===== src/hw/rtl/bdar_pkg.sv =====
// ----------------------------------------------------------------------------
// bdar_pkg
// Types and constants shared by the button debounce / auto-repeat unit.
// ----------------------------------------------------------------------------
`default_nettype none

package bdar_pkg;

    localparam int BUTTONS_DEF = 8;
    localparam int RAW_W       = 8;
    localparam int TIME_W      = 32;
    localparam int ROOM_W      = 4;
    localparam int BTN_W       = 3;
    localparam int CFG_W       = 16;
    localparam int CFG_IDX_W   = 2;
    localparam int QUEUE_DEPTH = 4;

    localparam logic [CFG_IDX_W-1:0] REG_DEBOUNCE = 2'd0;
    localparam logic [CFG_IDX_W-1:0] REG_DELAY    = 2'd1;
    localparam logic [CFG_IDX_W-1:0] REG_RATE     = 2'd2;

    localparam logic [CFG_W-1:0] DEBOUNCE_RST = 16'd20;
    localparam logic [CFG_W-1:0] DELAY_RST    = 16'd400;
    localparam logic [CFG_W-1:0] RATE_RST     = 16'd60;

    typedef struct packed {
        logic [RAW_W-1:0]  raw_pressed;
        logic [TIME_W-1:0] now_ms;
        logic [ROOM_W-1:0] room;
    } poll_t;

    typedef struct packed {
        logic [BTN_W-1:0] button_index;
        logic             is_repeat;
        logic             last_event;
    } result_t;

    // scan record between front and back
    typedef struct packed {
        logic [BTN_W-1:0] button;
        logic             repeat_ev;
        logic             is_event;
        logic             poll_end;
    } rec_t;

endpackage

`default_nettype wire


===== src/hw/rtl/button_debounce_autorepeat_unit.sv =====
// ----------------------------------------------------------------------------
// button_debounce_autorepeat_unit
// Debounces up to eight buttons and emits press and auto-repeat words.
//
//   channel  dir  handshake          payload
//   poll     in   push / full        poll_t   (raw_pressed, now_ms, room)
//   result   out  pop / empty        result_t (button_index, is_repeat, last_event)
//   cfg      in   cfg_we             cfg_index, cfg_data
//
// A poll is scanned one button per cycle while the queue has room, by the
// single scan datapath. The next poll is taken in the last scan cycle.
// Words leave at most one per cycle through a 4-entry queue, a one-word hold
// stage and a result register.
// A stalled result side backs up the queue and then holds the scan.
// rst_n clears all levels, the repeat owner and the registers to defaults.
// ----------------------------------------------------------------------------
`default_nettype none

module button_debounce_autorepeat_unit
    import bdar_pkg::*;
#(
    parameter int BUTTONS = BUTTONS_DEF
)
(
    input  wire logic                 clk,
    input  wire logic                 rst_n,
    input  wire logic                 cfg_we,
    input  wire logic [CFG_IDX_W-1:0] cfg_index,
    input  wire logic [CFG_W-1:0]     cfg_data,
    input  wire logic                 push,
    output logic                      full,
    input  wire poll_t                poll,
    input  wire logic                 pop,
    output logic                      empty,
    output result_t                   result
);

    logic q_push, q_full, q_pop, q_empty;
    rec_t q_wr_rec, q_rd_rec;

    bdar_front #(
        .BUTTONS (BUTTONS)
    ) u_front (
        .clk       (clk),
        .rst_n     (rst_n),
        .cfg_we    (cfg_we),
        .cfg_index (cfg_index),
        .cfg_data  (cfg_data),
        .push      (push),
        .full      (full),
        .poll      (poll),
        .q_push    (q_push),
        .q_rec     (q_wr_rec),
        .q_full    (q_full)
    );

    bdar_fifo u_fifo (
        .clk     (clk),
        .rst_n   (rst_n),
        .wr_en   (q_push),
        .wr_rec  (q_wr_rec),
        .q_full  (q_full),
        .rd_en   (q_pop),
        .rd_rec  (q_rd_rec),
        .q_empty (q_empty)
    );

    bdar_back u_back (
        .clk     (clk),
        .rst_n   (rst_n),
        .q_empty (q_empty),
        .q_rec   (q_rd_rec),
        .q_pop   (q_pop),
        .empty   (empty),
        .pop     (pop),
        .result  (result)
    );

endmodule

`default_nettype wire


===== src/hw/rtl/bdar_front.sv =====
// ----------------------------------------------------------------------------
// bdar_front
// Takes polls, scans one button per cycle while the queue has room, applies
// debounce and repeat rules and queues a record per kept event and poll end.
// ----------------------------------------------------------------------------
`default_nettype none

module bdar_front
    import bdar_pkg::*;
#(
    parameter int BUTTONS = BUTTONS_DEF
)
(
    input  wire logic                 clk,
    input  wire logic                 rst_n,
    input  wire logic                 cfg_we,
    input  wire logic [CFG_IDX_W-1:0] cfg_index,
    input  wire logic [CFG_W-1:0]     cfg_data,
    input  wire logic                 push,
    output logic                      full,
    input  wire poll_t                poll,
    output logic                      q_push,
    output rec_t                      q_rec,
    input  wire logic                 q_full
);

    localparam int CW = (BUTTONS > 1) ? $clog2(BUTTONS) : 1;
    localparam logic [CW-1:0] LAST_IDX = CW'(BUTTONS - 1);

    logic [CFG_W-1:0]   debounce_reg;
    logic [CFG_W-1:0]   delay_reg;
    logic [CFG_W-1:0]   rate_reg;

    logic               busy_reg;
    logic [CW-1:0]      idx_reg;
    logic [ROOM_W-1:0]  count_reg;
    logic [BUTTONS-1:0] raw_reg;
    logic [TIME_W-1:0]  now_reg;
    logic [TIME_W-1:0]  due_press_reg;
    logic [TIME_W-1:0]  due_rep_reg;
    logic [ROOM_W-1:0]  room_reg;

    logic [BUTTONS-1:0] stable_reg, stable_next;
    logic [BUTTONS-1:0] prev_reg, prev_next;
    logic [TIME_W-1:0]  ct_reg [BUTTONS];
    logic               rep_active_reg, rep_active_next;
    logic [CW-1:0]      rep_btn_reg, rep_btn_next;
    logic [TIME_W-1:0]  rep_due_reg;

    logic               accept, step, last_step;
    logic               down, was, st, owner, deb_ok, rep_ok;
    logic [TIME_W-1:0]  d_db, d_rp;
    logic               ct_we, due_we, has_kind, kind_rep, emit;
    logic [TIME_W-1:0]  due_new;

    assign step      = busy_reg && !q_full;
    assign last_step = (idx_reg == LAST_IDX);
    assign full      = busy_reg && !(step && last_step);
    assign accept    = push && !full;

    assign down   = raw_reg[idx_reg];
    assign was    = prev_reg[idx_reg];
    assign st     = stable_reg[idx_reg];
    assign owner  = rep_active_reg && (rep_btn_reg == idx_reg);
    assign d_db   = now_reg - ct_reg[idx_reg];
    assign d_rp   = now_reg - rep_due_reg;
    assign deb_ok = !d_db[TIME_W-1] && (d_db >= {{(TIME_W-CFG_W){1'b0}}, debounce_reg});
    assign rep_ok = !d_rp[TIME_W-1];

    always_comb
    begin
        stable_next     = stable_reg;
        prev_next       = prev_reg;
        rep_active_next = rep_active_reg;
        rep_btn_next    = rep_btn_reg;
        ct_we           = 1'b0;
        due_we          = 1'b0;
        due_new         = due_press_reg;
        has_kind        = 1'b0;
        kind_rep        = 1'b0;
        prev_next[idx_reg] = down;
        if (down != was)
        begin
            ct_we = 1'b1;
        end
        else if ((down != st) && deb_ok)
        begin
            stable_next[idx_reg] = down;
            if (down)
            begin
                has_kind        = 1'b1;
                rep_active_next = 1'b1;
                rep_btn_next    = idx_reg;
                due_we          = 1'b1;
            end
            else if (owner)
            begin
                rep_active_next = 1'b0;
            end
        end
        else if (down && st && owner && rep_ok)
        begin
            has_kind = 1'b1;
            kind_rep = 1'b1;
            due_we   = 1'b1;
            due_new  = due_rep_reg;
        end
    end

    assign emit   = has_kind && (count_reg < room_reg);
    assign q_push = step && (emit || last_step);

    always_comb
    begin
        q_rec           = '0;
        q_rec.button    = BTN_W'(idx_reg);
        q_rec.repeat_ev = kind_rep;
        q_rec.is_event  = emit;
        q_rec.poll_end  = last_step;
    end

    always_ff @(posedge clk or negedge rst_n)
    begin
        if (!rst_n)
        begin
            debounce_reg <= DEBOUNCE_RST;
            delay_reg    <= DELAY_RST;
            rate_reg     <= RATE_RST;
        end
        else if (cfg_we)
        begin
            unique case (cfg_index)
                REG_DEBOUNCE: debounce_reg <= cfg_data;
                REG_DELAY:    delay_reg    <= cfg_data;
                REG_RATE:     rate_reg     <= cfg_data;
                default:      ;
            endcase
        end
    end

    always_ff @(posedge clk or negedge rst_n)
    begin
        if (!rst_n)
        begin
            busy_reg       <= 1'b0;
            idx_reg        <= '0;
            count_reg      <= '0;
            stable_reg     <= '0;
            prev_reg       <= '0;
            rep_active_reg <= 1'b0;
            rep_btn_reg    <= '0;
        end
        else
        begin
            if (step)
            begin
                stable_reg     <= stable_next;
                prev_reg       <= prev_next;
                rep_active_reg <= rep_active_next;
                rep_btn_reg    <= rep_btn_next;
            end
            if (accept)
            begin
                busy_reg  <= 1'b1;
                idx_reg   <= '0;
                count_reg <= '0;
            end
            else if (step)
            begin
                idx_reg <= idx_reg + CW'(1);
                if (emit)
                    count_reg <= count_reg + ROOM_W'(1);
                if (last_step)
                    busy_reg <= 1'b0;
            end
        end
    end

    always_ff @(posedge clk)
    begin
        if (accept)
        begin
            raw_reg       <= poll.raw_pressed[BUTTONS-1:0];
            now_reg       <= poll.now_ms;
            room_reg      <= poll.room;
            due_press_reg <= poll.now_ms + {{(TIME_W-CFG_W){1'b0}}, delay_reg};
            due_rep_reg   <= poll.now_ms + {{(TIME_W-CFG_W){1'b0}}, rate_reg};
        end
        if (step && ct_we)
            ct_reg[idx_reg] <= now_reg;
        if (step && due_we)
            rep_due_reg <= due_new;
    end

endmodule

`default_nettype wire


===== src/hw/rtl/bdar_fifo.sv =====
// ----------------------------------------------------------------------------
// bdar_fifo
// Short record queue between the scan front and the output back.
// ----------------------------------------------------------------------------
`default_nettype none

module bdar_fifo
    import bdar_pkg::*;
(
    input  wire logic clk,
    input  wire logic rst_n,
    input  wire logic wr_en,
    input  wire rec_t wr_rec,
    output logic      q_full,
    input  wire logic rd_en,
    output rec_t      rd_rec,
    output logic      q_empty
);

    localparam int PW = $clog2(QUEUE_DEPTH);
    localparam int NW = $clog2(QUEUE_DEPTH + 1);

    rec_t            slot_reg [QUEUE_DEPTH];
    logic [PW-1:0]   wr_ptr_reg;
    logic [PW-1:0]   rd_ptr_reg;
    logic [NW-1:0]   cnt_reg;
    logic            do_wr, do_rd;

    assign q_full  = (cnt_reg == NW'(QUEUE_DEPTH));
    assign q_empty = (cnt_reg == '0);
    assign do_wr   = wr_en && !q_full;
    assign do_rd   = rd_en && !q_empty;
    assign rd_rec  = slot_reg[rd_ptr_reg];

    always_ff @(posedge clk or negedge rst_n)
    begin
        if (!rst_n)
        begin
            wr_ptr_reg <= '0;
            rd_ptr_reg <= '0;
            cnt_reg    <= '0;
        end
        else
        begin
            if (do_wr)
                wr_ptr_reg <= wr_ptr_reg + PW'(1);
            if (do_rd)
                rd_ptr_reg <= rd_ptr_reg + PW'(1);
            if (do_wr && !do_rd)
                cnt_reg <= cnt_reg + NW'(1);
            else if (do_rd && !do_wr)
                cnt_reg <= cnt_reg - NW'(1);
        end
    end

    always_ff @(posedge clk)
    begin
        if (do_wr)
            slot_reg[wr_ptr_reg] <= wr_rec;
    end

endmodule

`default_nettype wire


===== src/hw/rtl/bdar_back.sv =====
// ----------------------------------------------------------------------------
// bdar_back
// Holds one event back until its own record or the next one shows whether
// it ends the poll, tags the last word and drives the result register.
// ----------------------------------------------------------------------------
`default_nettype none

module bdar_back
    import bdar_pkg::*;
(
    input  wire logic clk,
    input  wire logic rst_n,
    input  wire logic q_empty,
    input  wire rec_t q_rec,
    output logic      q_pop,
    output logic      empty,
    input  wire logic pop,
    output result_t   result
);

    logic             pend_valid_reg, pend_valid_next;
    logic             pend_end_reg, pend_end_next;
    logic [BTN_W-1:0] pend_btn_reg, pend_btn_next;
    logic             pend_rep_reg, pend_rep_next;
    logic             out_valid_reg;
    result_t          out_reg;
    logic             out_free, load_out, load_last;

    assign out_free = !out_valid_reg || pop;

    always_comb
    begin
        q_pop           = 1'b0;
        load_out        = 1'b0;
        load_last       = 1'b0;
        pend_valid_next = pend_valid_reg;
        pend_end_next   = pend_end_reg;
        pend_btn_next   = pend_btn_reg;
        pend_rep_next   = pend_rep_reg;
        if (pend_valid_reg && pend_end_reg)
        begin
            if (out_free)
            begin
                load_out        = 1'b1;
                load_last       = 1'b1;
                pend_valid_next = 1'b0;
            end
        end
        else if (!q_empty)
        begin
            if (q_rec.is_event)
            begin
                if (!pend_valid_reg || out_free)
                begin
                    load_out        = pend_valid_reg;
                    q_pop           = 1'b1;
                    pend_valid_next = 1'b1;
                    pend_end_next   = q_rec.poll_end;
                    pend_btn_next   = q_rec.button;
                    pend_rep_next   = q_rec.repeat_ev;
                end
            end
            else if (!pend_valid_reg)
            begin
                q_pop = 1'b1;
            end
            else if (out_free)
            begin
                q_pop           = 1'b1;
                load_out        = 1'b1;
                load_last       = 1'b1;
                pend_valid_next = 1'b0;
            end
        end
    end

    always_ff @(posedge clk or negedge rst_n)
    begin
        if (!rst_n)
        begin
            pend_valid_reg <= 1'b0;
            out_valid_reg  <= 1'b0;
        end
        else
        begin
            pend_valid_reg <= pend_valid_next;
            if (load_out)
                out_valid_reg <= 1'b1;
            else if (pop)
                out_valid_reg <= 1'b0;
        end
    end

    always_ff @(posedge clk)
    begin
        pend_end_reg <= pend_end_next;
        pend_btn_reg <= pend_btn_next;
        pend_rep_reg <= pend_rep_next;
        if (load_out)
        begin
            out_reg.button_index <= pend_btn_reg;
            out_reg.is_repeat    <= pend_rep_reg;
            out_reg.last_event   <= load_last;
        end
    end

    assign empty  = !out_valid_reg;
    assign result = out_reg;

endmodule

`default_nettype wire


===== config.mk =====
export PLATFORM = sky130hd
export DESIGN_NAME = button_debounce_autorepeat_unit
export DESIGN_NICKNAME = d
export VERILOG_FILES = /design/src/hw/rtl/bdar_pkg.sv /design/src/hw/rtl/button_debounce_autorepeat_unit.sv /design/src/hw/rtl/bdar_front.sv /design/src/hw/rtl/bdar_fifo.sv /design/src/hw/rtl/bdar_back.sv
export SDC_FILE = /design/constraint.sdc
export NUM_CORES = 1
export LEC_CHECK = 0
export BUFFER_PORTS_ARGS = -buffer_cell sky130_fd_sc_hd__clkbuf_2
export CORE_MARGIN = 2
export CORE_UTILIZATION = 66
export CTS_CLUSTER_DIAMETER = 60
export CTS_CLUSTER_SIZE = 24
export DETAILED_ROUTE_END_ITERATION = 16
export MAX_ROUTING_LAYER = met4
export PLACE_DENSITY = 0.86
export SYNTH_ARGS = -nofsm -noshare
export SYNTH_HDL_FRONTEND = slang
export SYNTH_SLANG_ARGS = --single-unit
export TNS_END_PERCENT = 1

===== constraint.sdc =====
create_clock -name clk -period 18.6 [get_ports clk]
set_input_delay 1.86 -clock clk [delete_from_list [all_inputs] [get_ports clk]]
set_output_delay 1.86 -clock clk [all_outputs]
set_load 0.05 [all_outputs]

# Word-level counts from Yosys, hierarchy flattened
# Memories as Yosys holds them, arrays and structs flattened.
# Cells that the tools add are included.
# W data, S select, Z words.
# word_totals
reg_bits	235
ram_bits	280
out_inout_bits	7
memories	2
# op_classes
n_addsub	10
n_lt_le_gt_ge	4
n_eq_ne	10
mux	59
bitwise	3
n_reduce_logical	51
# memory_table
memory	depth	word_bits	rd	rd_clocked_by_memory_dff	wr	line	source
u_front.ct_reg	8	32	1	0	1	bdar_front.sv:45	logic [TIME_W-1:0] ct_reg [BUTTONS];
u_fifo.slot_reg	4	6	1	0	1	bdar_fifo.sv:23	rec_t slot_reg [QUEUE_DEPTH];
# op_table
op	count
$mux W32	3
$add A32 B16 Y32	2
$sub A32 B32 Y32	2
$mux W1	43
$ge A32 B16 Y1	1
$logic_and A1 B1 Y1	20
$bwmux W8	2
$mux W3	4
$mux W4	3
$reduce_and A4 Y1	3
$reduce_bool A2 Y1	6
$logic_not A1 Y1	10
$reduce_and A2 Y1	5
$bmux W1 S3	3
$add A3 B1 Y3 const B	2
$eq A3 B3 Y1 const B	2
$reduce_and A3 Y1	2
$add A2 B1 Y2 const B	2
$add A4 B1 Y4 const B	1
$lt A3 B4 Y1 const B	1
$lt A4 B4 Y1	1
$demux W1 S3	1
$eq A3 B3 Y1	1
$ge A3 B1 Y1 const B	1
11 further kinds	16

# Logic depth before layout (Yosys ltp)
# logic_depth
depth_word	16
mapped_depth	34
mapped_depth_nobuf	31

# By module
# From an unflattened synthesis, not the netlist that was laid out.
# hier_totals
cells_unflattened	1875
hier_area_um2	24542.3
# by_module_without_submodules
module	n_inst	cells_each	area_each_um2
bdar_front	1	1779	22794.4
bdar_fifo	1	67	1303.8
bdar_back	1	29	444.2

# Least setup slack after synthesis
# OpenSTA, ideal clock, no wires.
# synth_path
kind	reg-to-reg
startpoint	reg u_front.idx_reg[0]
endpoint	reg u_front.rep_due_reg[0], enable pin
setup_ns	0.432
arrival_ns	6.967
slack_ns	11.201
stages_incl_launch_ff	25
synth_period_minus_slack_ns	7.399
path_cell_list	dfrtp_1 clkbuf_1 nor3b_1 clkbuf_1 clkbuf_1 a22oi_1 and3_1 ha_1 a21oi_1 nand2_1 o21a_1 o21ai_1 o21ai_0 xor2_1 ha_1 o21ai_0 nor2_1 a2111oi_0 o221ai_1 nor4_1 o221ai_1 or4_4 o21ai_4 o211ai_4 a21oi_1
# synth_via
elab_chain_len	9
word_cells_on_any_way	24
cone_classes	add/sub: 1; order compare: 1; eq/ne: 3; mux: 10; reduce/logical: 8; memory: 1
# synth_rtl
item	line	source
start, declared	bdar_front.sv:35	logic [CW-1:0] idx_reg;
start signal, assigned	bdar_front.sv:170	idx_reg <= idx_reg + CW'(1);
branches (longest 7 deep; another with $mem_v2 Z8 W32)	n/a	
$mux W1 (*)	bdar_front.sv:82	if (down != was)
$logic_and A1 B1 Y1 (*)	bdar_front.sv:191	if (step && due_we)
end signal, assigned	bdar_front.sv:192	rep_due_reg <= due_new;
end, declared	bdar_front.sv:48	logic [TIME_W-1:0] rep_due_reg;
# Every way passes the cells marked *. The select of a mux whose other input is x is not followed.
# A chain may end at the register's enable or synchronous reset.

# Worst setup path in the final report
# layout_path
startpoint	reg u_front.idx_reg[1]
endpoint	reg u_fifo.cnt_reg[2]
# layout_via
elab_chain_len	15
word_cells_on_any_way	33
cone_classes	add/sub: 1; order compare: 1; eq/ne: 4; mux: 11; reduce/logical: 15; memory: 1
# layout_rtl
item	line	source
branches (longest 9 deep; another with $mem_v2 Z8 W32)	n/a	
$logic_or A1 B1 Y1 (*)	bdar_front.sv:111	assign q_push = step && (emit || last_step);
$logic_and A1 B1 Y1 (*)	bdar_front.sv:111	
$logic_and A1 B1 Y1 (*)	bdar_fifo.sv:31	assign do_wr = wr_en && !q_full;
named net u_fifo.do_wr	bdar_fifo.sv:27	logic do_wr, do_rd;
$logic_not A1 Y1	bdar_fifo.sv:51	else if (do_rd && !do_wr)
$logic_and A1 B1 Y1	bdar_fifo.sv:51	
$reduce_bool A2 Y1 (no line)	n/a	
end signal, assigned	bdar_fifo.sv:50	cnt_reg <= cnt_reg + NW'(1);
end signal, assigned	bdar_fifo.sv:52	cnt_reg <= cnt_reg - NW'(1);
end, declared	bdar_fifo.sv:26	logic [NW-1:0] cnt_reg;
# Mark *: on every way through the listed nets, which the timed path passes. The select of a mux whose other input is x is not followed.

==> flow_summary_export.csv <==
group,metric,value,unit
die,design.die.area,0.03780,sq mm
global_route,grt_use_total,31.27,%
yosys,yosys.area_share.simple,7.335,%
yosys,synthAdderAreaFrac,6.765,%
die,rows,69,
detailed_routing,via_per_inst,6.644,
cells_and_area,antenna_cells,0,
global_route,grt_use_met2,51.72,%
yosys,synthCells,1758,
cells_and_area,largest_register_ffs,256,
detailed_routing,drt_wl_total,56710,microns
timing,slew_viol_final,0,
cells_and_area,layout.nets,2019,
die,ioPinCount,74,
global_route,grt_pass1_wl,87460,microns
clock_tree,clkLatencyLatePin,550,ps
global_route,top_usage_layer,"met2",
power_and_ir_drop,p_leak,9.670,nW
yosys,yosys_register_bits,515,
yosys,ys_top_cells_by_count,"edfxtp_1 (430), ha_1 (123), nand2_1 (102), inv_1 (97), a22oi_1 (89)",
clock_tree,cts_buffers,34,
detailed_routing,first_pass_iters,6,
yosys,synth_ff_type,"edfxtp_1",
detailed_routing,route.detailed.drc,0,
clock_tree,postCtsResizedCells,0,
placement,place.gp.congestion,0.9587,
timing,final.setup.tns,0,ps
timing,finalSetupViolations,0,
timing,worst_slew_pin_slew,1144,ps
clock_tree,postCtsSetupRepairBufs,0,
yosys,syn_area,0.02393,sq mm
yosys,synth_cell_type_count,81,
yosys,synth_area_leaders,"edfxtp_1 (54%), dfrtp_1 (7.9%), ha_1 (6.4%), a22oi_1 (2.8%), mux2_2 (2.4%)",
global_route,use_met1,40.01,%
yosys,yosysSeqAreaShare,62.89,%
global_route,antenna_found_initial,0,
power_and_ir_drop,p_seq_share,36.7,%
detailed_routing,wire_per_inst,24.55,microns
clock_tree,htree_levels,2,
placement,io_buffers,73,
yosys,synth_fp_nets,1952,
power_and_ir_drop,p_sw_share,41.29,%
power_and_ir_drop,cellPowerDensity,188.5,mW/mm^2
detailed_routing,antenna_left,0,
flow_run,maxCapViolations,0,
global_route,met3_usage,4.598,%
cells_and_area,finalNonFillerCells,2310,
power_and_ir_drop,internal_power,2.883,mW
clock_tree,cts_tree,"yes",
yosys,synth_most_common_cell,"edfxtp_1",
worst_setup_path,required,19080,ps
clock_tree,path_clk_slew,90,ps
power_and_ir_drop,vdd_ir_drop_max,0.0001158,V
cells_and_area,areaGrowthSynthToFinish,8.831,%
yosys,synth_compound_area_share,12.42,%
timing,fin_crit_sh,44.72,%
placement,dp_slack,10410,ps
die,die_x,194.4,microns
placement,dp_hpwl,37640,microns
yosys,synth_top_area_share,53.96,%
timing,fin_hold_ws,436.6,ps
timing,worst_slack,10280,ps
timing,fmax,120.2,MHz
yosys,synthXorXnorAreaFrac,3.147,%
yosys,syn_area_per_cell,13.61,sq um
outcome,status,"completed",
timing,hold_violations,0,
clock_tree,cts.sinks,515,
timing,rsz0062_at_grt,"no",
yosys,synth_top_family_by_area,"compound AO/OA/AOI/OAI gates",
cells_and_area,drive_gt1_share,13.74,%
worst_setup_path,crit_fanout,37,
worst_setup_path,crit_type,"flip-flop to flip-flop",
placement,dp_cells,2250,
timing,fin_skew,51.98,ps
die,core,0.03566,sq mm
global_route,grt_pass1_vias,15474,
worst_setup_path,slowest_delay,930,ps
timing,slew_headroom,23.57,%
worst_setup_path,slowest_stage,"dfrtp_1",
worst_setup_path,cp-end-kind,"flip-flop",
yosys,yosys-mux-area-fraction,4.737,%
worst_setup_path,startpoint_type,"flip-flop",
power_and_ir_drop,combPwrFrac,46.6,%
clock_tree,clk_path_buf_depth,3,
clock_tree,cts_hold_buf,0,
detailed_routing,vias,15348,
yosys,synthArstFlopShare,16.50,%
global_route,grt_max_degree,79,
worst_setup_path,cp.arrival,8800,ps
clock_tree,cts-root-buf,"clkbuf_16",
power_and_ir_drop,clkPwrFrac,16.7,%
global_route,grt-ovfl-total,0,
yosys,synth_edf_count,430,
hold_path,min_path_type,"flip-flop to flip-flop",
power_and_ir_drop,p_switching,2.027,mW
timing,fin_crit,8318,ps
die,die_height,194.4,microns
yosys,yosys_warnings,0,
yosys,synth_top_area_cell,"edfxtp_1",
die,start_util,67.12,%
detailed_routing,drt_iter0_markers,1439,
## power groups by stage
stage                     Sequential, mW  Clock, mW  Combinational [mW]
after floorplan                     1.77          0                1.62
after global placement              1.80          0                2.16
after detailed placement            1.82          0                2.23
after CTS                           1.80      0.827                2.26
after global routing                1.83      0.865                2.49
final                               1.80      0.820                2.29
## metrics by stage
stage | cell area (sq um) | total power [mW] | utilization, %
3_5_place_dp | 24860 | 4.048 | 69.71
5_1_grt | 26050 | 5.183 | 73.05
6_report | 26050 | 4.910 | 73.05
3_3_place_gp | 24860 | 3.964 | 69.71
2_1_floorplan | 23930 | 3.389 | -
4_1_cts | 26050 | 4.880 | 73.05
## logic make-up (layout without fill, tap and decap cells)
kind of cell	after synthesis	in the layout
XOR/XNOR	86	86
AND/OR/NAND/NOR	349	349
adder cells (fa/ha/maj)	127	127
buffers and inverters	164	255
AO/OA/AOI/OAI	423	423
flip-flops	515	515
multiplexers	94	94
## routing by layer
layer	part of all wire (%)	routed length [microns]	vias up
met5	0	0	-
met4	3.2	1825	0
met3	8.5	4845	113
met2	50	28280	787
met1	38	21760	7603
li1	-	-	6845
## worst max-delay path: cells and delay by family (launching register included)
kind,cells,cell delay (ps)
flip-flops,1,930
AND/OR/NAND/NOR,7,2040
buffers and inverters,4,1100
AO/OA/AOI/OAI,12,2440
XOR/XNOR,3,510
adder cells (fa/ha/maj),4,1200
## final timing paths
kind                                   startpoint                    to  slack [ps]  cells past startpoint
max in group asynchronous                   rst_n   u_front.rate_reg[8]       16160                      2
min in group asynchronous                   rst_n  u_fifo.rd_ptr_reg[1]        1170                      1
max                            u_front.idx_reg[1]     u_fifo.cnt_reg[2]       10280                     30
min reg2reg                u_back.pend_btn_reg[2]      u_back.result[4]         440                      0
min                        u_back.pend_btn_reg[2]      u_back.result[4]         440                      0
max reg2reg                    u_front.idx_reg[1]     u_fifo.cnt_reg[2]       10280                     30
## layout make-up
cell class              instances  area, sq um
clock buffers                  40        904.6
clock inverters                20        284.0
fillers                      2161         9610
inverters                      98        372.9
multi-input cells            1079         8308
flip-flops and latches        515        15050
well taps                     461        576.8
repair buffers                 97        548.0
## placed cells by master (no fill, tap or decap), types with 22 or more instances in the layout
master,synthesis,final
xor2_1,22,22
a21o_1,33,33
buf_4,3,25
xnor2_1,64,64
o21ai_0,61,61
nand3_1,31,31
ha_1,123,123
nor2_1,71,63
nand2_1,102,102
inv_1,97,96
a22oi_1,89,89
a22o_1,24,24
a21oi_1,82,81
dfrtp_1,76,76
clkbuf_16,0,35
clkbuf_2,1,72
mux2_2,51,51
edfxtp_1,430,430
and3_1,38,38
a221oi_1,23,23
No activity file was read; power rests on OpenSTA's default activity.
